===== src/rtl/whp_pkg.sv =====
// Shared constants, types and the hash function for the windowed probe hash table.
package whp_pkg;

    // Table geometry. WINDOW_SIZE is a power of two of at least two and divides
    // CAPACITY. The table is split into WINDOW_SIZE banks by the low slot bits,
    // so one window touches every bank exactly once.
    localparam int CAPACITY     = 1024;
    localparam int WINDOW_SIZE  = 8;
    localparam int NUM_BANKS    = WINDOW_SIZE;
    localparam int ROWS         = CAPACITY / NUM_BANKS;
    localparam int SLOT_BITS    = $clog2(CAPACITY);
    localparam int BANK_BITS    = $clog2(NUM_BANKS);
    localparam int ROW_BITS     = $clog2(ROWS);

    // Item field widths
    localparam int KEY_W   = 64;
    localparam int VALUE_W = 64;
    localparam int COUNT_W = 11;
    localparam int STATUS_W = 3;

    // Hash constants
    localparam logic [63:0] HASH_SEED = 64'hedef335f00e170b3;
    localparam logic [63:0] HASH_MULT = 64'd2685821657736338717;
    localparam int          SHIFT_A   = 12;
    localparam int          SHIFT_B   = 25;
    localparam int          SHIFT_C   = 27;

    // Operation codes
    localparam logic OP_GET = 1'b0;
    localparam logic OP_PUT = 1'b1;

    // Result status codes
    typedef enum logic [STATUS_W-1:0] {
        ST_OK   = 3'd0,
        ST_MISS = 3'd1,
        ST_DUP  = 3'd2,
        ST_FULL = 3'd3,
        ST_ZERO = 3'd4
    } status_t;

    // Controller to datapath commands
    typedef struct packed {
        logic                load;       // item accepted this cycle
        logic                clear;      // clearing pass writes a row of valid marks
        logic [ROW_BITS-1:0] clear_row;
        logic                check;      // bank read data is present, take the decision
        logic                commit;     // write the table, load the result register
    } whp_cmd_t;

    // Datapath to controller status
    typedef struct packed {
        logic zero_key;   // key on the input is zero
        logic out_free;   // result register can take a new item this cycle
    } whp_stat_t;

    // Start slot of the probe window. Only the low slot bits of the product are
    // needed, and those depend only on the low slot bits of both factors.
    function automatic logic [SLOT_BITS-1:0] hash_slot(input logic [KEY_W-1:0] k_in);
        logic [KEY_W-1:0]       k;
        logic [2*SLOT_BITS-1:0] prod;
        k = k_in ^ HASH_SEED;
        k = k ^ (k >> SHIFT_A);
        k = k ^ (k << SHIFT_B);
        k = k ^ (k >> SHIFT_C);
        prod = k[SLOT_BITS-1:0] * HASH_MULT[SLOT_BITS-1:0];
        return prod[SLOT_BITS-1:0];
    endfunction

endpackage


===== src/rtl/whp_ctrl.sv =====
// Controller: clearing pass after reset and the per-item sequence.
module whp_ctrl
    import whp_pkg::*;
(
    input  logic      clk,
    input  logic      rst_n,
    input  logic      req_valid,
    output logic      req_stall,
    input  whp_stat_t stat,
    output whp_cmd_t  cmd
);

    typedef enum logic [4:0] {
        S_CLEAR  = 5'b00001,
        S_IDLE   = 5'b00010,
        S_READ   = 5'b00100,
        S_CHECK  = 5'b01000,
        S_FINISH = 5'b10000
    } state_t;

    state_t              state_reg;
    state_t              state_next;
    logic [ROW_BITS-1:0] clear_row_reg;
    logic [ROW_BITS-1:0] clear_row_next;

    // Next state and commands
    always_comb
    begin
        state_next     = state_reg;
        clear_row_next = clear_row_reg;
        cmd            = '0;
        cmd.clear_row  = clear_row_reg;
        req_stall      = 1'b1;
        case (state_reg)
            S_CLEAR:
            begin
                cmd.clear      = 1'b1;
                clear_row_next = clear_row_reg + 1'b1;
                if (clear_row_reg == ROW_BITS'(ROWS - 1))
                begin
                    state_next = S_IDLE;
                end
            end
            S_IDLE:
            begin
                req_stall = 1'b0;
                if (req_valid)
                begin
                    cmd.load   = 1'b1;
                    state_next = stat.zero_key ? S_FINISH : S_READ;
                end
            end
            S_READ:
            begin
                state_next = S_CHECK;
            end
            S_CHECK:
            begin
                cmd.check  = 1'b1;
                state_next = S_FINISH;
            end
            S_FINISH:
            begin
                if (stat.out_free)
                begin
                    cmd.commit = 1'b1;
                    state_next = S_IDLE;
                end
            end
            default:
            begin
                state_next = S_CLEAR;
            end
        endcase
    end

    // State registers
    always_ff @(posedge clk or negedge rst_n)
    begin
        if (!rst_n)
        begin
            state_reg     <= S_CLEAR;
            clear_row_reg <= '0;
        end
        else
        begin
            state_reg     <= state_next;
            clear_row_reg <= clear_row_next;
        end
    end

endmodule

===== config.mk =====
export PLATFORM = sky130hd
export DESIGN_NAME = whp_ctrl
export DESIGN_NICKNAME = d
export VERILOG_FILES = /design/src/rtl/whp_pkg.sv /design/src/rtl/whp_ctrl.sv
export SDC_FILE = /design/constraint.sdc
export NUM_CORES = 1
export LEC_CHECK = 0
export BUFFER_PORTS_ARGS = -buffer_cell sky130_fd_sc_hd__buf_2
export CAP_MARGIN = 20
export CELL_PAD_IN_SITES_DETAIL_PLACEMENT = 1
export CELL_PAD_IN_SITES_GLOBAL_PLACEMENT = 1
export CORE_AREA = 2 2 50 52
export CTS_CLUSTER_DIAMETER = 60
export DETAILED_ROUTE_END_ITERATION = 12
export DIE_AREA = 0 0 52 54
export PLACE_DENSITY = 0.59
export SKIP_LAST_GASP = 1
export SLEW_MARGIN = 15
export SYNTH_ARGS = -nofsm -noshare
export SYNTH_HDL_FRONTEND = slang
export SYNTH_SLANG_ARGS = --single-unit

===== constraint.sdc =====
create_clock -name clk -period 2 [get_ports clk]
set_input_delay 0 -clock clk [delete_from_list [all_inputs] [get_ports clk]]
set_output_delay 0 -clock clk [all_outputs]
set_load 0.01 [all_outputs]

# Word level (Yosys, flattened, before mapping)
# Cells that the tools add are included.
[totals] out_inout_bits=12 input_bits=5 ff_bits=12 word_cells=25
[classes] muxes=12 eq_ne=9 add_sub_neg=1 n_reduce_logical=1
[ops] cell="$pmux W5 S5" count=1
[ops] cell="$mux W5" count=4
[ops] cell="$add A7 B1 Y7 const B" count=1
[ops] cell="$eq A7 B7 Y1 const B" count=1
[ops] cell="$mux W1" count=7
[ops] cell="$ne A2 B2 Y1 const B" count=3
[ops] cell="$eq A5 B1 Y1 const B" count=1
[ops] cell="$eq A5 B2 Y1 const B" count=1
[ops] cell="$eq A5 B3 Y1 const B" count=1
[ops] cell="$eq A5 B4 Y1 const B" count=1
[ops] cell="$eq A5 B5 Y1 const B" count=1
[ops] cell="$reduce_and A3 Y1" count=1

# Depth between registers and ports, before layout
# Gate-level depths: netlist of the first run.
[depth] depth_word=3 ltp_mapped=5

# Worst setup path after synthesis of the first run
# OpenSTA, ideal clock, no wires.
[synth_path] path_type="register to register" startpoint="reg state_reg[3]" endpoint="reg clear_row_reg[1]" stages_incl_launch_ff=5 t_required_ps=1873 n_path_buf=1 arrival_time_ps=1519 setup_slack_ps=353 path_cell_list="dfrtp_1 > buf_6 > or3_4 > nor3_4 > mux2_1"
[synth_via] elab_chain_len=1
[synth_rtl] item="start, declared" line="whp_ctrl.sv:21" text="state_t state_reg;"
[synth_rtl] item="start signal, assigned" line="whp_ctrl.sv:87" text="state_reg <= state_next;"
[synth_rtl] item="$eq A5 B1 Y1" line="whp_ctrl.sv:34" text="case (state_reg)"
[synth_rtl] item="end signal, assigned" line="whp_ctrl.sv:88" text="clear_row_reg <= clear_row_next;"
[synth_rtl] item="end, declared" line="whp_ctrl.sv:23" text="logic [ROW_BITS-1:0] clear_row_reg;"
# No other way between the ends.
# A chain may end at the register's enable or synchronous reset.

# Worst setup path after layout of the first run
[layout_path] startpoint="reg state_reg[4]" endpoint="reg state_reg[2]"
[layout_via] elab_chain_len=3
[layout_rtl] item="$eq A5 B1 Y1, or another cell as far along" line="whp_ctrl.sv:34"
[layout_rtl] item="$ne A2 B2 Y1 (no source line)"
[layout_rtl] item="$reduce_and A3 Y1 (no source line)"
# Several ways; a longest one is shown, not always the timed one.

==> results of run 1 <==
-- area by class of cell --
type	count	area, µm²
inverters	4	15.01
well taps	30	37.54
flip-flops and latches	12	301.5
fillers	281	1525
multi-input cells	47	304.0
clock buffers	4	26.28
repair buffers	19	110.1
-- logic make-up after synthesis --
logic type,after synthesis,share of synthesized area
and+or+nand+nor,31,0.2720
DFF,12,0.4716
AOI/OAI and AO/OA,7,0.06849
buffers and inverters,7,0.05283
xor gates and xnor gates,6,0.08219
muxes,2,0.03327
adders and majority gates,1,0.01957
-- worst register-to-register path, stage by stage, from the launching register on --
cell and delay, ns:
dfrtp_1 0.50, nor2_1 0.30, nand3_1 0.18, nor3_1 0.14, dlygate4sd3_1 0.56
-- cell usage in the layout, fill, tap and decap left out, drive strengths merged, types with 2 or more instances in the layout --
cell type / instances
clkbuf: 4
dlygate4sd3: 3
o21ai: 3
nand3: 7
nand2: 3
nand4: 3
inv: 4
xnor2: 5
nor3: 4
nor2: 8
and4: 2
buf: 16
and2: 2
dfrtp: 11
-- worst max path at each step --
stage	start	to	slack, ns	cells past startpoint
CTS	state_reg[4]$_DFFE_PN0P_	state_reg[2]$_DFFE_PN0P_	0.28	4
finish	state_reg[4]$_DFFE_PN0P_	state_reg[2]$_DFFE_PN0P_	0.27	4
global route	state_reg[4]$_DFFE_PN0P_	state_reg[2]$_DFFE_PN0P_	0.17	4
detailed placement	state_reg[3]$_DFFE_PN0P_	clear_row_reg[1]$_DFFE_PN0N_	0.35	3
global placement	state_reg[3]$_DFFE_PN0P_	clear_row_reg[1]$_DFFE_PN0N_	0.38	3
floorplan	state_reg[3]$_DFFE_PN0P_	clear_row_reg[1]$_DFFE_PN0N_	0.35	4
-- metal layers --
layer | GRT usage | part of all wire | routed length, µm | up-vias
li1 | - | - | - | 270
met1 | 0.1592 | 0.51 | 740 | 263
met2 | 0.1920 | 0.44 | 634 | 9
met3 | 0.02778 | 0.037 | 53 | 2
met4 | 0.05263 | 0.0090 | 13 | 0
met5 | 0 | 0 | 0 | -
-- report_power, final --
group	internal, mW	switching [mW]
Clock	0.0771	0.0788
Combinational	0.198	0.202
Sequential	0.331	0.103
-- what timing repair did --
item                                    4_1_cts  5_1_grt
endpoints found under the setup margin        0        0
hold buffers                                  3        0
endpoints found under the hold margin        13        0
setup buffers                                 0        0
==> qor.csv, run 1 <==
metric,value,unit
finalPower,0.9893,mW
cts-buffers-inserted,3,
clock_latency,0.27,ns
grt_max_degree,13,
regToRegEndpoint,state_reg[2]$_DFFE_PN0P_,
cap_violations,0,
cp_slowest_cell,dlygate4sd3_1,
ff2ff_path_depth,4,
post_cts_resized,0,
path_clk_slew,0.08,ns
synth_common_cells,"dfrtp_1 (11), nor2_1 (8), nand3_1 (7), xnor2_1 (5), inv_1 (4)",
ys.warnings.count,0,
whs,0.1082,ns
start_util,0.2756,
drc,0,
finClkSkew,0.01545,ns
ys_seq_area_frac,0.4716,
syn-cell-area,639.4,µm²
async_flop_share,1.000,
tightest_slew,0.3421,ns
antennaDiodeCount,0,
fp.dieW,52,µm
min_path_type,in2reg,
ys_ff_latch,12,
critPathRequiredTime,2.22,ns
wl,1441,µm
cp_top_family,simple AND/OR/NAND/NOR gates,
layout-drive-gt1-share,0.2558,
postSynthCellCount,66,
crit_path_max_fanout,8,
first_global_vias,561,
max_slew_margin,0.7712,
worstHoldStart,stat[0],
numPortBuffers,16,
yosys_most_used_dff,dfrtp_1,
dieArea,2808,µm²
coreArea,2320,µm²
ios,17,
grt_usage,0.1216,
grt_pass1_wl,2490,µm
final_core_util,0.3425,
area_growth,24.27,%
stdcell_count,116,
vias,544,
worstPathCellList,nor2_1 -> nand3_1 -> nor3_1 -> dlygate4sd3_1,
worst_slack,0.2735,ns
cts_buffer_depth,2,
ys_types,25,
hold_viol_final,0,
outcome,completed,
cts_tree,built,
finalCritPeriodShare,0.8632,
dieHeight,54,µm
worst_setup_path_end_kind,flop,
grt-ovfl-total,0,
dp_slack,0.3478,ns
path_buf_inv,1,
clock-sinks,12,
leakage,0.3741,nW
fmax,0.5792,GHz
dp_cells,109,
synth_top_area_cell,dfrtp_1,
routedWlPerCell,12.42,µm
r2r_setup_slack,0.27,ns
vias_per_cell,4.690,
root_buffer,clkbuf_4,
cp_slowest_stage_delay,0.56,ns
r2r_start,state_reg[4]$_DFFE_PN0P_,
antenna_found_initial,0,
syn-num-nets,72,
path_class,reg2reg,
whs_path_depth,4,
setup_tns,0,ns
slew_viol_final,0,
synth.top_cell.area_share,0.4305,
drt_iter0_markers,5,
drt-pass1-iter-count,2,
rsz0062_at_grt,false,
htreeDepth,1,
globalplace.congestion,0.7286,
placementRows,18,
final.min_clock_period,1.726,ns
syn_area_per_cell,9.687,µm²
antenna_left,0,
synth.most_common_cell,dfrtp_1,
setup_viol,0,
holdPathEnd,state_reg[4]$_DFFE_PN0P_,
largest_reg_flops,7,
cp-start-kind,flop,
ir_worst_vdd,0.0006945,V
critPathArrivalTime,1.94,ns
yosys-top-cells-area,"dfrtp_1 (43%), xnor2_1 (6.8%), nand3_1 (5.5%)",
layout.nets,93,
fin_area,794.5,µm²
synth-edff-count,0,
dpl_cell_area,738.2,µm²
hpwl,1054,µm
p_per_area,1245,nW/µm²
(Power assumes the default switching activity.)
==> run 2, diff against run 1 <==
--- a/config.mk
+++ b/config.mk
@@ -9,11 +9,11 @@
 export CAP_MARGIN = 20
 export CELL_PAD_IN_SITES_DETAIL_PLACEMENT = 1
 export CELL_PAD_IN_SITES_GLOBAL_PLACEMENT = 1
-export CORE_AREA = 2 2 50 52
+export CORE_AREA = 2 2 45 47
 export CTS_CLUSTER_DIAMETER = 60
 export DETAILED_ROUTE_END_ITERATION = 12
-export DIE_AREA = 0 0 52 54
-export PLACE_DENSITY = 0.59
+export DIE_AREA = 0 0 47 49
+export PLACE_DENSITY = 0.71
 export SKIP_LAST_GASP = 1
 export SLEW_MARGIN = 15
 export SYNTH_ARGS = -nofsm -noshare
==> qor.csv, run 2 (same netlist as run 1, synthesis figures left out) <==
metric,value,unit
drt-pass1-iter-count,3,
vias_per_cell,4.823,
placementRows,16,
cp_num_cells,3,
r2r_setup_slack,0.32,ns
grt-ovfl-total,0,
final_cell_mix,"buf_2 (16), dfrtp_1 (11), nor2_1 (8)",
antenna_left,0,
root_buffer,clkbuf_4,
cp_slowest_cell,dfrtp_1,
dp_cells,106,
path_buf_inv,1,
finClkSkew,0.003650,ns
vias,545,
p_per_area,1289,nW/µm²
setup_viol,0,
worstHoldStart,stat[0],
final.min_clock_period,1.683,ns
clock_latency,0.28,ns
path_clk_slew,0.08,ns
globalplace.congestion,0.7213,
cts_tree,built,
first_global_vias,530,
drc,0,
htreeDepth,1,
grt_max_degree,13,
drt_iter0_markers,7,
cp-start-kind,flop,
setup_tns,0,ns
holdPathEnd,state_reg[4]$_DFFE_PN0P_,
path_class,reg2out,
min_path_type,in2reg,
wl,1431,µm
regToRegEndpoint,clear_row_reg[1]$_DFFE_PN0N_,
final_common_cell,buf_2,
cts-buffers-inserted,3,
fp.dieW,47,µm
hpwl,1035,µm
area_growth,25.24,%
cp_slowest_stage_delay,0.47,ns
final_core_util,0.4348,
ir_worst_vdd,0.0004685,V
crit_path_max_fanout,8,
cp_top_family,simple AND/OR/NAND/NOR gates,
cap_violations,0,
dieArea,2303,µm²
outcome,completed,
hold_viol_final,0,
critPathRequiredTime,2.00,ns
leakage,0.3802,nW
tightest_slew,0.3298,ns
critPathArrivalTime,1.68,ns
antenna_found_initial,0,
grt_pass1_wl,2435,µm
start_util,0.3471,
r2r_start,state_reg[3]$_DFFE_PN0P_,
worst_setup_path_end_kind,output pin,
slew_viol_final,0,
finalCritPeriodShare,0.8413,
dieHeight,49,µm
numPortBuffers,16,
ios,17,
layout-drive-gt1-share,0.2674,
layout.nets,93,
max_slew_margin,0.7794,
routedWlPerCell,12.66,µm
grt_usage,0.1484,
rsz0062_at_grt,false,
coreArea,1842,µm²
post-cts-setup-buffer-count,0,
antennaDiodeCount,0,
postCtsHoldBufs,3,
worstPathCellList,or3_4 -> nor3_4 -> buf_2,
stdcell_count,113,
cts_buffer_depth,2,
largest_reg_flops,7,
post_cts_resized,0,
whs_path_depth,4,
fmax,0.5944,GHz
ff2ff_path_depth,3,
clock-sinks,12,
run 2: cell types whose count changed in the layout (fill, tap and decap cells not counted):
| cell | previous run | this run |
|---|---|---|
| clkbuf_1 | 1 | 0 |
| clkbuf_8 | 0 | 1 |
run 2: worst max path at each step:
| stage | start | to |
|---|---|---|
| 4_1_cts | state_reg[3]$_DFFE_PN0P_ | cmd[9] |
| 6_report | state_reg[3]$_DFFE_PN0P_ | cmd[9] |
| 5_1_grt | state_reg[4]$_DFFE_PN0P_ | state_reg[2]$_DFFE_PN0P_ |
| 3_5_place_dp | state_reg[3]$_DFFE_PN0P_ | clear_row_reg[1]$_DFFE_PN0N_ |
| 2_1_floorplan | state_reg[3]$_DFFE_PN0P_ | clear_row_reg[1]$_DFFE_PN0N_ |
| 3_3_place_gp | state_reg[3]$_DFFE_PN0P_ | clear_row_reg[1]$_DFFE_PN0N_ |
run 2: worst reg2reg max path, stage by stage, from the launching register on:
cell and delay (ns):
dfrtp_1 0.47, or3_4 0.45, nor3_4 0.28, mux2_1 0.36
run 2: metrics by stage:
stage	hold WS, ns	instance area, µm²	setup WS, ns	total power, mW
final	0.1047	800.8	0.3175	1.032
after global routing	0.1558	800.8	0.1549	1.122
after CTS	0.1141	800.8	0.3004	1.049
after detailed placement	-0.1042	734.5	0.3374	0.8425
after global placement	-0.1076	734.5	0.3755	0.8303
after floorplan	-0.2956	639.4	0.3532	0.6898
run 2: layer usage:
| layer | part of all wire | up-vias | track usage |
|---|---|---|---|
| li1 | - | 270 | - |
| met1 | 0.48 | 264 | 0.2121 |
| met2 | 0.47 | 6 | 0.1941 |
| met3 | 0.0091 | 5 | 0.02222 |
| met4 | 0.034 | 0 | 0.1111 |
| met5 | 0 | - | 0 |
run 2: layout make-up:
type	instances	area, µm²
inverters	4	15.01
fillers	233	1041
clock buffers	4	36.28
well taps	27	33.78
repair buffers	19	110.1
flip-flops and latches	12	301.5
multi-input cells	47	304.0
run 2: power breakdown:
part | total (mW) | internal, mW | switching, mW
combinational | 0.401 | 0.200 | 0.202
clock | 0.198 | 0.111 | 0.0877
sequential | 0.433 | 0.331 | 0.102
==> run 3, diff against run 2 <==
==> constraint.sdc (replaced) <==
create_clock -name clk -period 1.6 [get_ports clk]
set_input_delay 0 -clock clk [delete_from_list [all_inputs] [get_ports clk]]
set_output_delay 0 -clock clk [all_outputs]
set_load 0.01 [all_outputs]
==> qor.csv, run 3 (same netlist as run 1, synthesis figures left out) <==
metric,value,unit
antenna_found_initial,0,
globalplace.congestion,0.7785,
outcome,completed,
grt_pass1_wl,2594,µm
min_path_type,in2reg,
vias,583,
fmax,0.6291,GHz
holdPathEnd,state_reg[4]$_DFFE_PN0P_,
final_cell_mix,"buf_2 (16), dfrtp_1 (11), nor2_1 (7), nand3_1 (7), buf_4 (7)",
worst_setup_path_end_kind,output pin,
numPortBuffers,16,
ir_worst_vdd,0.0008185,V
regToRegEndpoint,clear_row_reg[1]$_DFFE_PN0N_,
slew_viol_final,0,
final_core_util,0.4667,
drt-pass1-iter-count,2,
p_per_area,1640,nW/µm²
path_clk_slew,0.08,ns
worstSetupStartpoint,state_reg[2]$_DFFE_PN0P_,
clock_latency,0.28,ns
grt_max_degree,13,
final_common_cell,buf_2,
drt_iter0_markers,4,
cts_tree,built,
final.min_clock_period,1.589,ns
coreArea,1842,µm²
r2r_start,state_reg[2]$_DFFE_PN0P_,
dp_slack,0.05453,ns
leakage,0.4165,nW
start_util,0.3471,
vias_per_cell,4.858,
largest_reg_flops,7,
drc,0,
fp.dieW,47,µm
antennaDiodeCount,0,
setup_tns,0,ns
r2r_setup_slack,0.05,ns
ff2ff_path_depth,4,
path_class,reg2out,
setup_viol,0,
whs_path_depth,4,
cts_buffer_depth,2,
hpwl,1078,µm
finalPower,1.410,mW
critPathArrivalTime,1.59,ns
finalCritPeriodShare,0.9934,
cp-start-kind,flop,
placementRows,16,
cts-buffers-inserted,3,
max_slew_margin,0.7803,
whs,0.09226,ns
worst_slack,0.01054,ns
clock-sinks,12,
antenna_left,0,
finClkSkew,0.0004785,ns
dieHeight,49,µm
hold_viol_final,0,
critPathRequiredTime,1.60,ns
root_buffer,clkbuf_4,
layout.nets,100,
cap_violations,0,
dieArea,2303,µm²
tightest_slew,0.3296,ns
grt_usage,0.1602,
ios,17,
htreeDepth,1,
layout-drive-gt1-share,0.3441,
rsz0062_at_grt,true,
area_growth,34.44,%
routedWlPerCell,13.02,µm
wl,1562,µm
crit_path_max_fanout,3,
first_global_vias,570,
grt-ovfl-total,0,
worstHoldStart,stat[0],
run 3: final cells by class:
type,count,area (µm²)
fillers,223,982.2
well taps,27,33.78
inverters,4,15.01
clock buffers,4,36.28
multi-input cells,47,310.3
repair buffers,26,162.7
flip-flops and latches,12,301.5
run 3: worst max path at each step:
stage | endpoint | slack (ns)
after floorplan | clear_row_reg[1]$_DFFE_PN0N_ | -0.05
after global placement | clear_row_reg[1]$_DFFE_PN0N_ | 0.09
after detailed placement | clear_row_reg[1]$_DFFE_PN0N_ | 0.05
after CTS | cmd[9] | 0.02
after global routing | cmd[0] | -0.03
final | cmd[0] | 0.01
run 3: timing repair:
| item | CTS | global route |
|---|---|---|
| hold endpoints to repair | 13 | 0 |
| setup endpoints to repair | 0 | 5 |
| hold buffers | 3 | 0 |
| gates resized for setup | 0 | 2 |
| setup buffers | 0 | 3 |
run 3: metrics by stage:
stage,std cells,instance area [µm²]
2_1_floorplan,66,639.4
3_3_place_gp,110,764.5
3_5_place_dp,110,764.5
4_1_cts,117,830.8
5_1_grt,120,859.6
6_report,120,859.6
run 3: report_power, final:
part / leakage [nW] / internal, mW / switching (mW)
registers: 0.150 / 0.413 / 0.112
logic: 0.245 / 0.341 / 0.293
clock network: 0.0210 / 0.138 / 0.113
run 3: metal layers:
| metal | global-route usage | wire length (µm) | vias to the layer above |
|---|---|---|---|
| met2 | 0.2397 | 821 | 3 |
| met4 | 0.09722 | 27 | 0 |
| li1 | - | - | 286 |
| met1 | 0.2108 | 712 | 292 |
| met3 | 0.02222 | 1 | 2 |
| met5 | 0 | 0 | - |
run 3: worst max-delay path, cell delays in order (launching register included):
cell and delay, ns:
dfrtp_1 0.38, or3_4 0.40, buf_4 0.15, nor3_1 0.20, buf_2 0.17
